===== config.mk =====
export PLATFORM = sky130hd
export DESIGN_NAME = rgb_led_spi_symbol_encoder
export DESIGN_NICKNAME = d
export VERILOG_FILES = /design/src/design/ledspi_pkg.sv /design/src/design/ledspi_front.sv /design/src/design/ledspi_queue.sv /design/src/design/ledspi_back.sv /design/src/design/rgb_led_spi_symbol_encoder.sv
export VERILOG_INCLUDE_DIRS = /design/src /design/src/design
export SDC_FILE = /design/constraint.sdc
export NUM_CORES = 1
export LEC_CHECK = 0
export BUFFER_PORTS_ARGS = -buffer_cell sky130_fd_sc_hd__buf_2
export CORE_UTILIZATION = 53
export CTS_BUF_LIST = sky130_fd_sc_hd__clkbuf_8
export DETAILED_ROUTE_END_ITERATION = 10
export GPL_ROUTABILITY_DRIVEN = 1
export PLACE_DENSITY = 0.69
export SLEW_MARGIN = 20
export SYNTH_ARGS = -nofsm -noshare
export SYNTH_HDL_FRONTEND = slang
export SYNTH_HIERARCHICAL = 1
export SYNTH_SLANG_ARGS = --single-unit

===== constraint.sdc =====
create_clock -name clk -period 12.56 [get_ports clk]
set_clock_uncertainty 0.2 [all_clocks]
set_input_delay 1.884 -clock clk [delete_from_list [all_inputs] [get_ports clk]]
set_output_delay 1.884 -clock clk [all_outputs]
set_load 0.05 [all_outputs]

===== src/design/rgb_led_spi_symbol_encoder_defines.svh =====
// ------------------------------------------------------------------
// rgb led spi encoder assertion macros
// shared check helpers, compiled out when NO_ASSERTIONS is set
// ------------------------------------------------------------------
`ifndef RGB_LED_SPI_SYMBOL_ENCODER_DEFINES_SVH
`define RGB_LED_SPI_SYMBOL_ENCODER_DEFINES_SVH

`ifndef NO_ASSERTIONS
// property must hold at every clock edge out of reset
`define LEDSPI_ASSERT(lbl, prop, msg) \
  lbl: assert property (@(posedge clk) disable iff (!rst_n) (prop)) else $error(msg);
// condition must never be seen out of reset
`define LEDSPI_NEVER(lbl, cond, msg) \
  lbl: assert property (@(posedge clk) disable iff (!rst_n) !(cond)) else $error(msg);
`else
`define LEDSPI_ASSERT(lbl, prop, msg)
`define LEDSPI_NEVER(lbl, cond, msg)
`endif

`endif


===== src/design/ledspi_pkg.sv =====
// ------------------------------------------------------------------
// ledspi_pkg
// types, constants and helpers of the rgb led spi symbol encoder
// ------------------------------------------------------------------
package ledspi_pkg;

  localparam int MAX_PIXELS  = 64;
  localparam int POS_W       = $clog2(MAX_PIXELS);
  localparam int LVL_W       = 8;
  localparam int PCT_W       = 7;
  localparam int CNT_W       = 7;
  localparam int GAP_W       = 6;
  localparam int SYM_W       = 3;
  localparam int BYTE_W      = 8;
  localparam int WORD_W      = SYM_W * LVL_W;
  localparam int PROD_W      = LVL_W + PCT_W;
  localparam int PCT_MAX     = 100;
  localparam int GAP_LIMIT   = 55;
  // q = (p * RECIP) >> RECIP_SHIFT equals p / 100 for p below 2^15
  localparam int RECIP       = 5243;
  localparam int RECIP_W     = 13;
  localparam int RECIP_SHIFT = 19;
  localparam int SYM_BYTES   = 9;
  localparam int IDX_W       = 6;
  localparam int QDEPTH      = 2;
  localparam int QPTR_W      = $clog2(QDEPTH);
  localparam int QCNT_W      = $clog2(QDEPTH + 1);

  localparam int CFG_IDX_W   = 3;
  localparam int CFG_DATA_W  = 7;

  // register indexes
  localparam logic [CFG_IDX_W-1:0] REG_BRIGHTNESS = 3'd0;
  localparam logic [CFG_IDX_W-1:0] REG_PIXEL_CNT  = 3'd1;
  localparam logic [CFG_IDX_W-1:0] REG_RESET_BYTES = 3'd2;
  localparam logic [CFG_IDX_W-1:0] REG_ONE_SYM    = 3'd3;
  localparam logic [CFG_IDX_W-1:0] REG_ZERO_SYM   = 3'd4;

  typedef struct packed {
    logic [LVL_W-1:0] red_level;
    logic [LVL_W-1:0] green_level;
    logic [LVL_W-1:0] blue_level;
  } pixel_t;

  typedef struct packed {
    logic [BYTE_W-1:0] spi_byte;
    logic              is_gap;
    logic              run_end;
  } spi_out_t;

  // classified request handed from front to back
  typedef struct packed {
    logic [LVL_W-1:0] green;
    logic [LVL_W-1:0] red;
    logic [LVL_W-1:0] blue;
    logic             last;
    logic [GAP_W-1:0] gap;
    logic [SYM_W-1:0] one_sym;
    logic [SYM_W-1:0] zero_sym;
  } job_t;

  function automatic logic [LVL_W-1:0] div100(input logic [PROD_W-1:0] prod);
    logic [PROD_W+RECIP_W-1:0] p;
    p = (PROD_W+RECIP_W)'(prod) * (PROD_W+RECIP_W)'(RECIP);
    return p[RECIP_SHIFT +: LVL_W];
  endfunction

  function automatic logic [WORD_W-1:0] make_word(input logic [LVL_W-1:0] lvl,
                                                  input logic [SYM_W-1:0] hi,
                                                  input logic [SYM_W-1:0] lo);
    logic [WORD_W-1:0] w;
    w = '0;
    for (int i = 0; i < LVL_W; i++) begin
      w[i*SYM_W +: SYM_W] = lvl[i] ? hi : lo;
    end
    return w;
  endfunction

endpackage


===== src/design/ledspi_front.sv =====
// ------------------------------------------------------------------
// ledspi_front
// config registers, pixel intake, brightness scaling, frame position
// ------------------------------------------------------------------
module ledspi_front (
  input  logic                                clk,
  input  logic                                rst_n,
  input  logic                                cfg_we,
  input  logic [ledspi_pkg::CFG_IDX_W-1:0]    cfg_index,
  input  logic [ledspi_pkg::CFG_DATA_W-1:0]   cfg_wdata,
  input  logic                                in_push,
  input  ledspi_pkg::pixel_t                  in_data,
  output logic                                in_full,
  input  logic                                q_full,
  output logic                                q_push,
  output ledspi_pkg::job_t                    q_data
);
  import ledspi_pkg::*;

  logic [PCT_W-1:0]  brt_r;
  logic [CNT_W-1:0]  cnt_r;
  logic [GAP_W-1:0]  gapcfg_r;
  logic [SYM_W-1:0]  one_r;
  logic [SYM_W-1:0]  zero_r;
  logic [POS_W-1:0]  pos_r, pos_nxt;

  logic              s1_valid_r, s1_valid_nxt;
  logic [PROD_W-1:0] prod_g_r, prod_r_r, prod_b_r;
  logic              s1_last_r;
  logic [GAP_W-1:0]  s1_gap_r;
  logic [SYM_W-1:0]  s1_one_r, s1_zero_r;

  logic              accept;
  logic [PCT_W-1:0]  pct;
  logic [CNT_W-1:0]  cnt_eff;
  logic [GAP_W-1:0]  gap_eff;
  logic              last;

  always_ff @(posedge clk) begin
    if (!rst_n) begin
      brt_r    <= PCT_W'(PCT_MAX);
      cnt_r    <= CNT_W'(MAX_PIXELS);
      gapcfg_r <= GAP_W'(16);
      one_r    <= SYM_W'(6);
      zero_r   <= SYM_W'(4);
    end else if (cfg_we) begin
      case (cfg_index)
        REG_BRIGHTNESS:  brt_r    <= cfg_wdata[PCT_W-1:0];
        REG_PIXEL_CNT:   cnt_r    <= cfg_wdata[CNT_W-1:0];
        REG_RESET_BYTES: gapcfg_r <= cfg_wdata[GAP_W-1:0];
        REG_ONE_SYM:     one_r    <= cfg_wdata[SYM_W-1:0];
        REG_ZERO_SYM:    zero_r   <= cfg_wdata[SYM_W-1:0];
        default: ;
      endcase
    end
  end

  always_comb begin
    pct = (brt_r > PCT_W'(PCT_MAX)) ? PCT_W'(PCT_MAX) : brt_r;
    if (cnt_r == '0) begin
      cnt_eff = CNT_W'(1);
    end else if (cnt_r > CNT_W'(MAX_PIXELS)) begin
      cnt_eff = CNT_W'(MAX_PIXELS);
    end else begin
      cnt_eff = cnt_r;
    end
    if (gapcfg_r == '0) begin
      gap_eff = GAP_W'(1);
    end else if (gapcfg_r > GAP_W'(GAP_LIMIT)) begin
      gap_eff = GAP_W'(GAP_LIMIT);
    end else begin
      gap_eff = gapcfg_r;
    end
    // a lowered count mid-frame also ends the frame
    last = (CNT_W'(pos_r) + CNT_W'(1)) >= cnt_eff;
  end

  assign in_full = s1_valid_r & q_full;
  assign accept  = in_push & ~in_full;
  assign q_push  = s1_valid_r & ~q_full;

  always_comb begin
    pos_nxt = pos_r;
    if (accept) begin
      pos_nxt = last ? '0 : pos_r + POS_W'(1);
    end
    s1_valid_nxt = s1_valid_r;
    if (accept) begin
      s1_valid_nxt = 1'b1;
    end else if (q_push) begin
      s1_valid_nxt = 1'b0;
    end
  end

  always_ff @(posedge clk) begin
    if (!rst_n) begin
      pos_r      <= '0;
      s1_valid_r <= 1'b0;
    end else begin
      pos_r      <= pos_nxt;
      s1_valid_r <= s1_valid_nxt;
    end
  end

  always_ff @(posedge clk) begin
    if (accept) begin
      prod_g_r  <= PROD_W'(in_data.green_level) * PROD_W'(pct);
      prod_r_r  <= PROD_W'(in_data.red_level) * PROD_W'(pct);
      prod_b_r  <= PROD_W'(in_data.blue_level) * PROD_W'(pct);
      s1_last_r <= last;
      s1_gap_r  <= gap_eff;
      s1_one_r  <= one_r;
      s1_zero_r <= zero_r;
    end
  end

  always_comb begin
    q_data.green    = div100(prod_g_r);
    q_data.red      = div100(prod_r_r);
    q_data.blue     = div100(prod_b_r);
    q_data.last     = s1_last_r;
    q_data.gap      = s1_gap_r;
    q_data.one_sym  = s1_one_r;
    q_data.zero_sym = s1_zero_r;
  end

endmodule


===== src/design/ledspi_queue.sv =====
`include "rgb_led_spi_symbol_encoder_defines.svh"
// ------------------------------------------------------------------
// ledspi_queue
// short request queue between front and back
// ------------------------------------------------------------------
module ledspi_queue (
  input  logic             clk,
  input  logic             rst_n,
  input  logic             push,
  input  ledspi_pkg::job_t wdata,
  output logic             full,
  input  logic             pop,
  output logic             empty,
  output ledspi_pkg::job_t head
);
  import ledspi_pkg::*;

  job_t              mem_r [QDEPTH];
  logic [QPTR_W-1:0] wr_r, rd_r;
  logic [QCNT_W-1:0] cnt_r, cnt_nxt;
  logic              do_push, do_pop;

  assign full    = (cnt_r == QCNT_W'(QDEPTH));
  assign empty   = (cnt_r == '0);
  assign do_push = push & ~full;
  assign do_pop  = pop & ~empty;
  assign head    = mem_r[rd_r];

  always_comb begin
    cnt_nxt = cnt_r;
    if (do_push && !do_pop) begin
      cnt_nxt = cnt_r + QCNT_W'(1);
    end else if (do_pop && !do_push) begin
      cnt_nxt = cnt_r - QCNT_W'(1);
    end
  end

  always_ff @(posedge clk) begin
    if (!rst_n) begin
      wr_r  <= '0;
      rd_r  <= '0;
      cnt_r <= '0;
    end else begin
      cnt_r <= cnt_nxt;
      if (do_push) begin
        wr_r <= wr_r + QPTR_W'(1);
      end
      if (do_pop) begin
        rd_r <= rd_r + QPTR_W'(1);
      end
    end
  end

  always_ff @(posedge clk) begin
    if (do_push) begin
      mem_r[wr_r] <= wdata;
    end
  end

  `LEDSPI_NEVER(a_q_overfill, cnt_r > QCNT_W'(QDEPTH), "queue count above depth")
  `LEDSPI_NEVER(a_q_push_full, push && full, "front pushed into a full queue")
  `LEDSPI_ASSERT(a_q_ptr_gap, (cnt_r == '0 || cnt_r == QCNT_W'(QDEPTH)) |-> (wr_r == rd_r), "queue pointers disagree with count")

endmodule


===== src/design/ledspi_back.sv =====
`include "rgb_led_spi_symbol_encoder_defines.svh"
// ------------------------------------------------------------------
// ledspi_back
// turns each queued request into symbol bytes, plus gap bytes after the pixel that ends a frame
// ------------------------------------------------------------------
module ledspi_back (
  input  logic                 clk,
  input  logic                 rst_n,
  input  logic                 q_empty,
  input  ledspi_pkg::job_t     q_head,
  output logic                 q_pop,
  output logic                 out_empty,
  input  logic                 out_pop,
  output ledspi_pkg::spi_out_t out_data
);
  import ledspi_pkg::*;

  logic [IDX_W-1:0]  idx_r, idx_nxt;
  logic              out_valid_r, out_valid_nxt;
  spi_out_t          out_r;

  logic              load;
  logic              in_gap;
  logic              final_byte;
  logic [IDX_W-1:0]  end_idx;
  logic [1:0]        chan;
  logic [1:0]        bsel;
  logic [LVL_W-1:0]  lvl;
  logic [WORD_W-1:0] word;
  logic [BYTE_W-1:0] sym_byte;
  spi_out_t          nxt_byte;

  assign load = ~q_empty & (~out_valid_r | out_pop);

  always_comb begin
    in_gap  = idx_r >= IDX_W'(SYM_BYTES);
    end_idx = q_head.last ? IDX_W'(SYM_BYTES - 1) + IDX_W'(q_head.gap)
                          : IDX_W'(SYM_BYTES - 1);
    final_byte = (idx_r == end_idx);

    // green, red, blue; three bytes per channel
    if (idx_r < IDX_W'(3)) begin
      chan = 2'd0;
      bsel = idx_r[1:0];
    end else if (idx_r < IDX_W'(6)) begin
      chan = 2'd1;
      bsel = 2'(idx_r - IDX_W'(3));
    end else begin
      chan = 2'd2;
      bsel = 2'(idx_r - IDX_W'(6));
    end

    case (chan)
      2'd0:    lvl = q_head.green;
      2'd1:    lvl = q_head.red;
      default: lvl = q_head.blue;
    endcase
    word = make_word(lvl, q_head.one_sym, q_head.zero_sym);

    case (bsel)
      2'd0:    sym_byte = word[23:16];
      2'd1:    sym_byte = word[15:8];
      default: sym_byte = word[7:0];
    endcase

    nxt_byte.spi_byte = in_gap ? '0 : sym_byte;
    nxt_byte.is_gap   = in_gap;
    nxt_byte.run_end  = final_byte;
  end

  assign q_pop = load & final_byte;

  always_comb begin
    idx_nxt = idx_r;
    if (load) begin
      idx_nxt = final_byte ? '0 : idx_r + IDX_W'(1);
    end
    out_valid_nxt = out_valid_r;
    if (load) begin
      out_valid_nxt = 1'b1;
    end else if (out_pop) begin
      out_valid_nxt = 1'b0;
    end
  end

  always_ff @(posedge clk) begin
    if (!rst_n) begin
      idx_r       <= '0;
      out_valid_r <= 1'b0;
    end else begin
      idx_r       <= idx_nxt;
      out_valid_r <= out_valid_nxt;
    end
  end

  always_ff @(posedge clk) begin
    if (load) begin
      out_r <= nxt_byte;
    end
  end

  assign out_empty = ~out_valid_r;
  assign out_data  = out_r;

  `LEDSPI_ASSERT(a_mid_request_held, (idx_r != '0) |-> !q_empty, "request left queue before its last byte")
  `LEDSPI_ASSERT(a_gap_only_last, (load && in_gap) |-> q_head.last, "gap byte on a pixel that does not end the frame")
  `LEDSPI_ASSERT(a_pop_restarts, q_pop |=> (idx_r == '0), "byte index not restarted after request done")

endmodule


===== src/design/rgb_led_spi_symbol_encoder.sv =====
// ------------------------------------------------------------------
// rgb_led_spi_symbol_encoder
// pixel to spi byte encoder for addressable rgb leds, 3-bit symbols
// ------------------------------------------------------------------
// a pixel is registered in the front stage, queued, then sent via the output byte register
// one byte per cycle from the single output byte register while out_pop takes each byte;
//   a pixel gives 9 symbol bytes, or 9 + gap length bytes when it ends the frame
// the front takes a new pixel while the back still sends the previous ones (2-deep queue)
// reset: synchronous active-low rst_n; config back to defaults, frame position zero, empty
module rgb_led_spi_symbol_encoder (
  input  logic                              clk,
  input  logic                              rst_n,
  input  logic                              cfg_we,
  input  logic [ledspi_pkg::CFG_IDX_W-1:0]  cfg_index,
  input  logic [ledspi_pkg::CFG_DATA_W-1:0] cfg_wdata,
  input  logic                              in_push,
  input  ledspi_pkg::pixel_t                in_data,
  output logic                              in_full,
  input  logic                              out_pop,
  output ledspi_pkg::spi_out_t              out_data,
  output logic                              out_empty
);
  import ledspi_pkg::*;

  logic q_push, q_full, q_pop, q_empty;
  job_t q_wdata, q_head;

  ledspi_front u_front (
    .clk       (clk),
    .rst_n     (rst_n),
    .cfg_we    (cfg_we),
    .cfg_index (cfg_index),
    .cfg_wdata (cfg_wdata),
    .in_push   (in_push),
    .in_data   (in_data),
    .in_full   (in_full),
    .q_full    (q_full),
    .q_push    (q_push),
    .q_data    (q_wdata)
  );

  ledspi_queue u_queue (
    .clk   (clk),
    .rst_n (rst_n),
    .push  (q_push),
    .wdata (q_wdata),
    .full  (q_full),
    .pop   (q_pop),
    .empty (q_empty),
    .head  (q_head)
  );

  ledspi_back u_back (
    .clk       (clk),
    .rst_n     (rst_n),
    .q_empty   (q_empty),
    .q_head    (q_head),
    .q_pop     (q_pop),
    .out_empty (out_empty),
    .out_pop   (out_pop),
    .out_data  (out_data)
  );

endmodule

# [Yosys cells after proc, flatten, opt, wreduce, memory -nomap -nowiden]
# Memories as Yosys holds them, arrays and structs flattened. A register that Yosys moved wholly into a read port is not among the register bits.
# Index checks and enable logic that the tools add are counted.
[op_classes] add_sub_neg=10 multipliers=6 order_cmp=7 n_eq_ne=8 muxes=31 bitwise_logic=12 n_reduce_logical=19
[ops] cell="$mul A15 B13 Y27 const B" count=3
[ops] cell="$mul A8 B7 Y15" count=3
[ops] cell="$pmux W8 S2" count=2
[ops] cell="$mux W3" count=8
[ops] cell="$mux W6" count=4
[ops] cell="$mux W7" count=3
[ops] cell="$gt A7 B7 Y1 const B" count=2
[ops] cell="$add A6 B1 Y6 const B" count=2
[ops] cell="$mux W2" count=6
[ops] cell="$reduce_and A2 Y1" count=5
[ops] cell="$mux W1" count=8
[ops] cell="$add A6 B1 Y7 const B" count=1
[ops] cell="$and A1 B1 Y1" count=7
[ops] cell="$ge A7 B7 Y1" count=1
[ops] cell="$logic_not A7 Y1" count=1
[ops] cell="$add A4 B6 Y6 const A" count=1
[ops] cell="$eq A3 B2 Y1 const B" count=2
[ops] cell="$eq A6 B6 Y1" count=1
[ops] cell="$ge A6 B4 Y1 const B" count=1
[ops] cell="$gt A6 B6 Y1 const B" count=1
[ops] cell="$logic_not A2 Y1" count=3
[ops] cell="$logic_not A6 Y1" count=1
[ops] cell="$lt A6 B2 Y1 const B" count=1
[ops] cell="$lt A6 B3 Y1 const B" count=1
[ops] cell="15 further kinds" count=25
[totals] register_bits=112 mem_bits_rw=74 inputBits=39 out_inout_bits=12 word_cells=117 memories=1
[mem_list] memory="u_queue.mem_r" depth=2 width=37 read_ports=1 rd_clocked_by_memory_dff=1 write_ports=1 line="ledspi_queue.sv:18" source="job_t mem_r [QDEPTH];"

# [Longest topological paths before layout]
# Gate-level depths: netlist (run 1).
[depth] ltp_word=8 depth_mapped=20 mapped_depth_nobuf=19

# [Modules after synthesis]
# Netlist (run 1), hierarchy kept.
[by_module_without_submodules] mod="ledspi_front" n_inst=1 cells_per_inst=1958 area_each_um2=19243.5 seq_area_each_um2=2402.3
[by_module_without_submodules] mod="ledspi_queue" n_inst=1 cells_per_inst=140 area_each_um2=2900.3 seq_area_each_um2=2322.2
[by_module_without_submodules] mod="ledspi_back" n_inst=1 cells_per_inst=200 area_each_um2=1799.2 seq_area_each_um2=440.4

# [Worst setup path after synthesis (run 1)]
# No wires, ideal clock.
[synth_path] path_type="in2reg" start="input port in_data[9] (netlist name)" end="register u_front.prod_g_r[13] (data pin)" setup_ps=262 arrival_ps=5321 required_time_ps=12098 setup_slack_ps=6777 stages=14 n_path_buf=0 cell_sequence="and2_1 -> fa_1 -> fa_1 -> fa_1 -> inv_1 -> fa_1 -> inv_1 -> ha_1 -> nand2_1 -> nand2_1 -> a31o_2 -> a41oi_1 -> a21oi_1 -> xor2_1"
[synth_via] elab_chain_len=1
[synth_lines] element="start: declaration" line="rgb_led_spi_symbol_encoder.sv:17" source="input ledspi_pkg::pixel_t in_data,"
[synth_lines] element="$mul A8 B7 Y15" line="ledspi_front.sv:107" source="prod_g_r <= PROD_W'(in_data.green_level) * PROD_W'(pct);"
[synth_lines] element="end signal: assignment" line="ledspi_front.sv:107"
[synth_lines] element="end: declaration" line="ledspi_front.sv:28" source="logic [PROD_W-1:0] prod_g_r, prod_r_r, prod_b_r;"
# No other way between the ends.
# A chain may end at the register's enable or synchronous reset.

# [Final worst setup path (run 1)]
[layout_path] start="register u_front.brt_r[5]" end="register u_front.prod_g_r[13] (data pin)"
[layout_via] elab_chain_len=3
[layout_lines] element="start: declaration" line="ledspi_front.sv:20" source="logic [PCT_W-1:0] brt_r;"
[layout_lines] element="start signal: assignment" line="ledspi_front.sv:41" source="brt_r <= PCT_W'(PCT_MAX);"
[layout_lines] element="start signal: assignment" line="ledspi_front.sv:48" source="REG_BRIGHTNESS: brt_r <= cfg_wdata[PCT_W-1:0];"
[layout_lines] element="$gt A7 B7 Y1" line="ledspi_front.sv:59" source="pct = (brt_r > PCT_W'(PCT_MAX)) ? PCT_W'(PCT_MAX) : brt_r;"
[layout_lines] element="$mux W7 *" line="ledspi_front.sv:59"
[layout_lines] element="$mul A8 B7 Y15 *" line="ledspi_front.sv:107"
# Mark *: on every way between the ends. The rest lies on a longest branch, timed or not.

==> results of run 1 <==
## flip-flops by register name, summed over array words and instances, names as in the netlist, named ones only
register,flops
u_front/s1_last_r,1
u_front/prod_g_r,15
u_front/brt_r,7
u_queue/wr_r,1
u_front/gapcfg_r,6
u_front/s1_valid_r,1
u_queue/cnt_r,2
u_back/idx_r,6
u_front/s1_gap_r,6
u_back/out_valid_r,1
u_front/one_r,3
u_front/pos_r,6
u_back/out_data,10
u_front/cnt_r,7
u_front/prod_b_r,15
u_queue/mem_r,74
u_front/zero_r,3
u_front/s1_one_r,3
u_front/s1_zero_r,3
u_front/prod_r_r,15
u_queue/rd_r,1
## critical path: stages (launching register included)
cell and delay, ps:
dfxtp_1 990, nand2_1 220, a21oi_1 250, or2_2 470
and2_1 230, fa_1 440, fa_1 470, fa_1 550
inv_1 60, fa_1 540, inv_1 40, ha_1 360
nand2_1 100, nand2_1 50, a31o_2 220, a41oi_1 270
a21oi_1 120, xor2_1 150
## per-layer routing
layer	wire length [um]	part of all wire [%]
met3	1340	2.8
met5	0	0
met2	22800	48
met1	22700	48
met4	505	1.1
## stage by stage
stage	instance area, um2	cells	setup slack, ps
finish	25200	2937	6570
CTS	25200	2937	6610
floorplan	23900	2298	6780
detailed placement	24800	2905	6390
global placement	24800	2905	6460
global route	25200	2937	6290
## layout make-up
cell class,count,area share [%]
multi-input combinational,1528,65.6
clock buffer,17,0.927
timing repair buffer,59,1.26
tap,592,2.93
sequential,187,20.5
clock inverter,15,0.857
inverter,539,8.01
## cells by family after synthesis
group           Yosys count  share of synthesized area (%)
mux                      79                           3.56
buf+inv                 583                           9.36
compound gates          255                           7.56
fa+ha+maj               697                           45.5
simple gates            412                           9.28
flops                   187                           21.6
xor+xnor                 85                           3.11
## cells in the final DEF, fill, tap and decap left out, drive strengths merged, types with 6 or more instances in the layout
cell type / instances
nand2: 107
a211oi: 11
o21bai: 10
mux2: 50
o21ai: 36
a21oi: 67
buf: 59
or3: 6
nor2b: 27
edfxtp: 142
mux2i: 29
fa: 291
a41oi: 6
and2: 97
nor3: 18
nor2: 35
or2: 7
ha: 406
a211o: 9
a21o: 23
inv: 548
a22o: 6
o211ai: 11
dfxtp: 45
clkinv: 6
xor2: 33
o21a: 16
clkbuf: 17
nand3: 28
a21boi: 10
nand2b: 12
and3: 51
xnor2: 52
## worst min path at each step
stage	startpoint	to	slack (ps)	cells past startpoint
after global placement	u_front/one_r[1]$_SDFFE_PN1P_	u_front/s1_one_r[1]$_DFFE_PP_	210	0
final	u_front/zero_r[0]$_SDFFE_PN0P_	u_front/s1_zero_r[0]$_DFFE_PP_	240	0
after CTS	u_front/zero_r[0]$_SDFFE_PN0P_	u_front/s1_zero_r[0]$_DFFE_PP_	250	0
after floorplan	u_front/zero_r[0]$_SDFFE_PN0P_	u_front/s1_zero_r[0]$_DFFE_PP_	210	0
after detailed placement	u_front/one_r[1]$_SDFFE_PN1P_	u_front/s1_one_r[1]$_DFFE_PP_	220	0
after global routing	u_front/zero_r[0]$_SDFFE_PN0P_	u_front/s1_zero_r[0]$_DFFE_PP_	250	0
==> results_dict.tcl, run 1 <==
set metrics [dict create \
    outcome "completed" \
    numCtsBuffers 17 \
    cts_sinks 187 \
    cts_max_level 4 \
    grtUsageMet1_pct 30.2 \
    die_h_um 215 \
    critPathMaxFanout 26 \
    grt_pass1_vias 16500 \
    fin_util_pct 56.8 \
    yosysTopAreaCell "fa_1" \
    arrival_ps 6030 \
    root_buffer "clkbuf_8" \
    rsz0062_at_grt "no" \
    grt_pass1_wl_um 81200 \
    syn_avg_cell_area_um2 10.4 \
    ys_warn_count 6 \
    synthTopCellsByArea "fa_1 (24%), ha_1 (21%), edfxtp_1 (18%), inv_1 (8.4%), dfxtp_1 (3.8%)" \
    core_area_um2 44400 \
    seq_area_frac_synth_pct 21.6 \
    cts_setup_buffers 0 \
    startpoint "u_front/brt_r[5]$_SDFFE_PN1P_" \
    io_buffer_count 50 \
    rows 77 \
    r2r_start "u_front/brt_r[5]$_SDFFE_PN1P_" \
    ys_seq_elements 187 \
    fill_cells 3742 \
    grt-ovfl-total 0 \
    syn2layout_area_growth_pct 5.45 \
    rr_endpoint "u_front/prod_g_r[13]$_DFFE_PP_" \
    yosysMostFrequentCell "inv_1" \
    antenna-diode-count 0 \
    ant_nets 0 \
    use_met2_pct 37.0 \
    syn_inst 2298 \
    routedWlPerCell_um 16.1 \
    synth_common_cells "inv_1 (538), ha_1 (406), fa_1 (291)" \
    endpoint_kind "flip-flop" \
    cts_tree "built" \
    post-route-drc-count 0 \
    initial_utilization_pct 53.9 \
    multi_input_area_um2 16500 \
    hold_viol 0 \
    crit_path_start_kind "flip-flop" \
    ff2ff_setup_slack_ps 6570 \
    pin_count 51 \
    clockBufferDepth 2 \
    top_usage_layer "met2" \
    synth-edff-count 142 \
    worst-r2r-cell-count 17 \
    grt_usage_pct 21.8 \
    grt_util_met3_pct 2.31 \
    drt-vias-per-instance 5.31 \
    synthArstFlopShare_pct 0 \
    synth_area_um2 23900 \
    yosysUniqueCellTypes 80 \
    endpoint "u_front/prod_g_r[13]$_DFFE_PP_" \
    grt_max_degree 63 \
    synth_top_area_share_pct 24.3 \
    tns_ps 0 \
    fmax_mhz 167 \
    seqCellArea_um2 5160 \
    dpl.hpwl_um 39500 \
    crit_type "reg2reg" \
    syn_nets 3034 \
    hold_ws_ps 242 \
    die_area_um2 46000 \
    fin_nets 3068 \
    setup_viol 0 \
    required_ps 12600 \
    ctsHoldBuffers 0 \
    cts_resized 0 \
    grt_antenna_before_repair 0 \
    drtIter0Drc 961 \
    relSlewSlack_pct 33.6 \
    final_max_slew_viol_count 0 \
    cts.clk_slew.worst_paths_ps 130 \
    period_needed_ps 5990 \
    wirelength_um 47300 \
    die_w_um 215 \
    num_vias 15600 \
    synthFlopType "edfxtp_1" \
    clkLatencyLatePin_ps 500 \
    worst_pin_slew_ps 995 \
    drive_gt1_share_pct 7.29 \
    firstDrtPassIters 5 \
    gp_congestion 0.899 \
    hold_path_class "reg2reg" \
    period_share_pct 47.7 \
    maxCapViolations 0 \
]
Power of run 1 is not shown: default switching activity piles up to over one toggle a cycle in this logic, so the estimate is an artifact.
==> run 2, diff against run 1 <==
PLACE_DENSITY = 0.72   (was 0.69)
clock period = 5.5 ns   (was 12.56 ns; I/O delays follow)
==> run 2 against run 1 <==
Via count up 0.39%; clock-buffer cell count unchanged; non-clock buffer count increased by 18; critical path type unchanged; critical endpoint is now u_queue/mem_r[1][18]$_DFFE_PP_; largest cell class unchanged; highest routed layer unchanged.
==> results_dict.tcl, run 2 (synthesis results as in run 1) <==
set metrics [dict create \
    firstDrtPassIters 4 \
    fin_nets 3086 \
    worst-r2r-cell-count 18 \
    required_ps 5560 \
    routedWlPerCell_um 16.0 \
    crit_family "adder cells" \
    r2r_start "u_front/prod_b_r[11]$_DFFE_PP_" \
    drt-vias-per-instance 5.30 \
    num_vias 15700 \
    cp_num_cells 18 \
    die_w_um 215 \
    die_area_um2 46000 \
    rows 77 \
    setup_viol 0 \
    grt_usage_pct 21.7 \
    fmax_mhz 191 \
    die_h_um 215 \
    cts.clk_slew.worst_paths_ps 120 \
    antenna-diode-count 0 \
    tns_ps 0 \
    initial_utilization_pct 53.9 \
    hold_ws_ps 248 \
    arrival_ps 5310 \
    grt_antenna_before_repair 0 \
    worst_pin_slew_ps 885 \
    holdPathEnd "u_front/s1_one_r[2]$_DFFE_PP_" \
    cts_sinks 187 \
    layout_common_cells "inv_1 (538), ha_1 (406), fa_1 (291)" \
    ant_nets 0 \
    final_area_um2 25400 \
    fill_cells 3727 \
    core_area_um2 44400 \
    largest_reg_flops 74 \
    cp_slowest_cell "fa_1" \
    cp_num_buf_inv 5 \
    critPathMaxFanout 4 \
    critical_path.max_stage_delay_ps 520 \
    final_max_slew_viol_count 0 \
    largest_register "u_queue/mem_r" \
    startpoint "u_front/prod_b_r[11]$_DFFE_PP_" \
    cts_tree "built" \
    gp_congestion 0.908 \
    hold_path_class "reg2reg" \
    outcome "completed" \
    endpoint_kind "flip-flop" \
    pin_count 51 \
    drtIter0Drc 864 \
    io_buffer_count 50 \
    grt_max_degree 42 \
    path_cells "buf_4 -> ha_1 -> inv_1 -> fa_1 -> inv_1 -> fa_1 -> inv_1 -> fa_1 -> inv_1 -> fa_1 -> ha_1 -> and4_1 -> o211ai_1 -> o211ai_1 -> a221oi_4 -> o21bai_1 -> a21o_1 -> xor2_1" \
    grt_pass1_vias 16700 \
    dpl.hpwl_um 39100 \
    cts_max_level 4 \
    ctsHoldBuffers 0 \
    maxCapViolations 0 \
    grt-ovfl-total 0 \
    syn2layout_area_growth_pct 6.12 \
    clkLatencyLatePin_ps 510 \
    root_buffer "clkbuf_8" \
    wirelength_um 47200 \
    crit_type "reg2reg" \
    relSlewSlack_pct 40.9 \
    ff2ff_setup_slack_ps 250 \
    crit_path_start_kind "flip-flop" \
    final_common_cell "inv_1" \
    numCtsBuffers 17 \
    period_share_pct 95.4 \
    rr_endpoint "u_queue/mem_r[1][18]$_DFFE_PP_" \
    hp-start "u_front/one_r[2]$_SDFFE_PN1P_" \
    hold_viol 0 \
    clockBufferDepth 2 \
    post-route-drc-count 0 \
    period_needed_ps 5250 \
    place_area_um2 24900 \
    grt_pass1_wl_um 81500 \
    drive_gt1_share_pct 8.13 \
    hold_depth 0 \
]
==> run 2: cell types whose count changed in the layout (fill, tap and decap cells not counted), sizes merged <==
cell    before  now
buf         59   77
clkinv       6    8
inv        548  546
==> run 2: stage by stage <==
stage	instances	util, %	setup slack (ps)
after global routing	2955	57.2	-14.7
after detailed placement	2918	56.0	244
after floorplan	2298	-	534
final	2955	57.2	253
after CTS	2950	57.0	152
after global placement	2918	56.0	338
==> run 2: cell type report <==
cell class / count / area [um2] / share of cell area, %
multi-input cells: 1528 / 16600 / 65.3
flip-flops and latches: 187 / 5160 / 20.3
inverters: 539 / 2020 / 7.96
clock inverters: 15 / 205 / 0.808
well taps: 592 / 741 / 2.92
repair buffers: 77 / 457 / 1.80
clock buffers: 17 / 234 / 0.921
==> run 2: how the worst max path moves through the flow <==
stage | slack (ps) | end
2_1_floorplan | 530 | u_queue/mem_r[0][18]$_DFFE_PP_
3_3_place_gp | 340 | u_queue/mem_r[1][18]$_DFFE_PP_
3_5_place_dp | 240 | u_queue/mem_r[1][18]$_DFFE_PP_
4_1_cts | 150 | u_queue/mem_r[0][36]$_DFFE_PP_
5_1_grt | -10 | u_queue/mem_r[0][36]$_DFFE_PP_
6_report | 250 | u_queue/mem_r[1][18]$_DFFE_PP_
==> run 2: what timing repair did <==
action | 4_1_cts | 5_1_grt
setup endpoints to repair | 0 | 15
setup buffers | 0 | 4
resized for setup | 0 | 6
==> run 2: routing by layer <==
metal | share of wire [%] | routed length (um) | global-route usage (%) | vias to the layer above
met5 | 0 | 0 | 0 | -
met4 | 0.77 | 362 | 3.62 | 0
met3 | 3.7 | 1730 | 2.70 | 24
met2 | 47 | 22400 | 36.3 | 274
met1 | 48 | 22800 | 30.6 | 7738
li1 | - | - | - | 7620
Power of run 2 is left out for the same reason.
==> run 3, diff against run 2 <==
clock period = 4.23 ns   (was 5.5 ns; I/O delays follow)
==> run 3 against run 2 <==
The flow now finishes with violations (setup timing); worst hold slack worse by 110 ps; maximum frequency is 3.0% higher; via count is 9.6% higher; cell area is 17% higher; clock-buffer cell count stayed put; non-clock buffer count is 333 higher; register-to-register slack worse by 1100 ps; die area stayed put; core utilization is 9.7 points higher; flip-flop and latch count stayed put; critical path depth is 2 higher; sequential share of layout area is 2.9 points lower; critical endpoint is now u_queue/mem_r[1][34]$_DFFE_PP_; largest cell class unchanged.
==> results_dict.tcl, run 3 (synthesis results as in run 1) <==
set metrics [dict create \
    outcome "finished, violations left" \
    violations "setup timing" \
    grt_antenna_before_repair 0 \
    fill_cells 3160 \
    largest_register "u_queue/mem_r" \
    cts.clk_slew.worst_paths_ps 120 \
    clkLatencyLatePin_ps 530 \
    period_needed_ps 5100 \
    hold_ws_ps 133 \
    grt_pass1_vias 18400 \
    grt_usage_pct 23.8 \
    relSlewSlack_pct 50.2 \
    grt_pass1_wl_um 88800 \
    setup_ws_ps -867 \
    grt_max_degree 42 \
    rows 77 \
    gp_congestion 0.933 \
    core_area_um2 44400 \
    hold_viol 0 \
    endpoint_kind "flip-flop" \
    drt-vias-per-instance 5.22 \
    critPathMaxFanout 3 \
    crit_type "reg2reg" \
    syn2layout_area_growth_pct 24.1 \
    final_max_slew_viol_count 0 \
    die_h_um 215 \
    firstDrtPassIters 5 \
    fin_util_pct 66.9 \
    wirelength_um 54500 \
    cts_max_level 4 \
    die_area_um2 46000 \
    final_common_cell "inv_1" \
    io_buffer_count 50 \
    pin_count 51 \
    worst_pin_slew_ps 744 \
    die_w_um 215 \
    rsz0062_at_grt "yes" \
    post-route-drc-count 0 \
    required_ps 4300 \
    largest_reg_flops 74 \
    fmax_mhz 196 \
    drtIter0Drc 910 \
    setup_viol 75 \
    dpl.hpwl_um 42800 \
    grt-ovfl-total 0 \
    hold_path_class "in2reg" \
    root_buffer "clkbuf_8" \
    ant_nets 0 \
    maxCapViolations 0 \
    crit_path_start_kind "flip-flop" \
    routedWlPerCell_um 16.6 \
    drive_gt1_share_pct 28.6 \
    num_vias 17200 \
    initial_utilization_pct 53.9 \
    cts_tree "built" \
    arrival_ps 5170 \
    cts_sinks 187 \
    antenna-diode-count 0 \
    clockBufferDepth 2 \
    fin_nets 3419 \
    layout_common_cells "inv_1 (490), ha_1 (353), buf_4 (310)" \
    numCtsBuffers 17 \
    period_share_pct 120 \
]
-- run 3: worst max-delay path, cell delays in order (launching register included) --
cell and delay, ps:
edfxtp_1 430, buf_6 160, ha_4 270, inv_2 40, fa_1 520, inv_2 40
fa_1 490, inv_2 40, fa_1 530, inv_2 40, fa_1 560, ha_4 230
a21oi_2 130, a21oi_2 80, o41ai_2 220, buf_4 190, o2111ai_4 160, buf_6 180
nand3_4 70, a21oi_4 70, o221a_4 220
-- run 3: layout make-up --
type                       count  area, um2  area share [%]
multi-input combinational   1528      18100            61.1
sequential                   187       5170            17.4
timing repair buffer         410       3170            10.7
inverter                     539       2030            6.82
tap                          592        741            2.49
clock buffer                  17        234           0.788
clock inverter                15        226           0.762
-- run 3: metrics by stage --
step                      std cells  cell area, um2  setup TNS, ps  worst slack (ps)
after floorplan                2298           24200         -22230              -607
after global placement         3193           27200         -37190              -777
after detailed placement       3193           27200         -42880              -878
after CTS                      3261           28800         -39010              -775
after global routing           3288           29700         -55820             -1010
final                          3288           29700         -44520              -867
-- run 3: worst paths after layout --
| kind | startpoint | end | slack, ps | cells after the start |
|---|---|---|---|---|
| setup / recovery | u_front/prod_g_r[11]$_DFFE_PP_ | u_queue/mem_r[1][34]$_DFFE_PP_ | -870 | 20 |
| hold / removal | in_push | u_front/s1_valid_r$_SDFFE_PN0P_ | 130 | 2 |
| setup reg to reg | u_front/prod_g_r[11]$_DFFE_PP_ | u_queue/mem_r[1][34]$_DFFE_PP_ | -870 | 20 |
| hold reg to reg | u_front/zero_r[2]$_SDFFE_PN1P_ | u_front/s1_zero_r[2]$_DFFE_PP_ | 250 | 0 |
-- run 3: per-layer routing --
layer  wire [um]  up-vias  share of wire, %  track usage, %
met3        1710       75               3.1            2.99
met5           0        -                 0               0
li1            -     8280                 -               -
met1       25000     8482                46            32.2
met2       26800      319                49            40.1
met4        1030        0               1.9            6.67
-- run 3: repair_timing --
item	4_1_cts	5_1_grt
hold buffers	0	0
gates cloned	2	0
resized for setup	161	139
endpoints found under the setup margin	74	75
pin swaps	100	92
setup buffers	35	34
endpoints found under the hold margin	0	0
Power of run 3 is left out for the same reason.
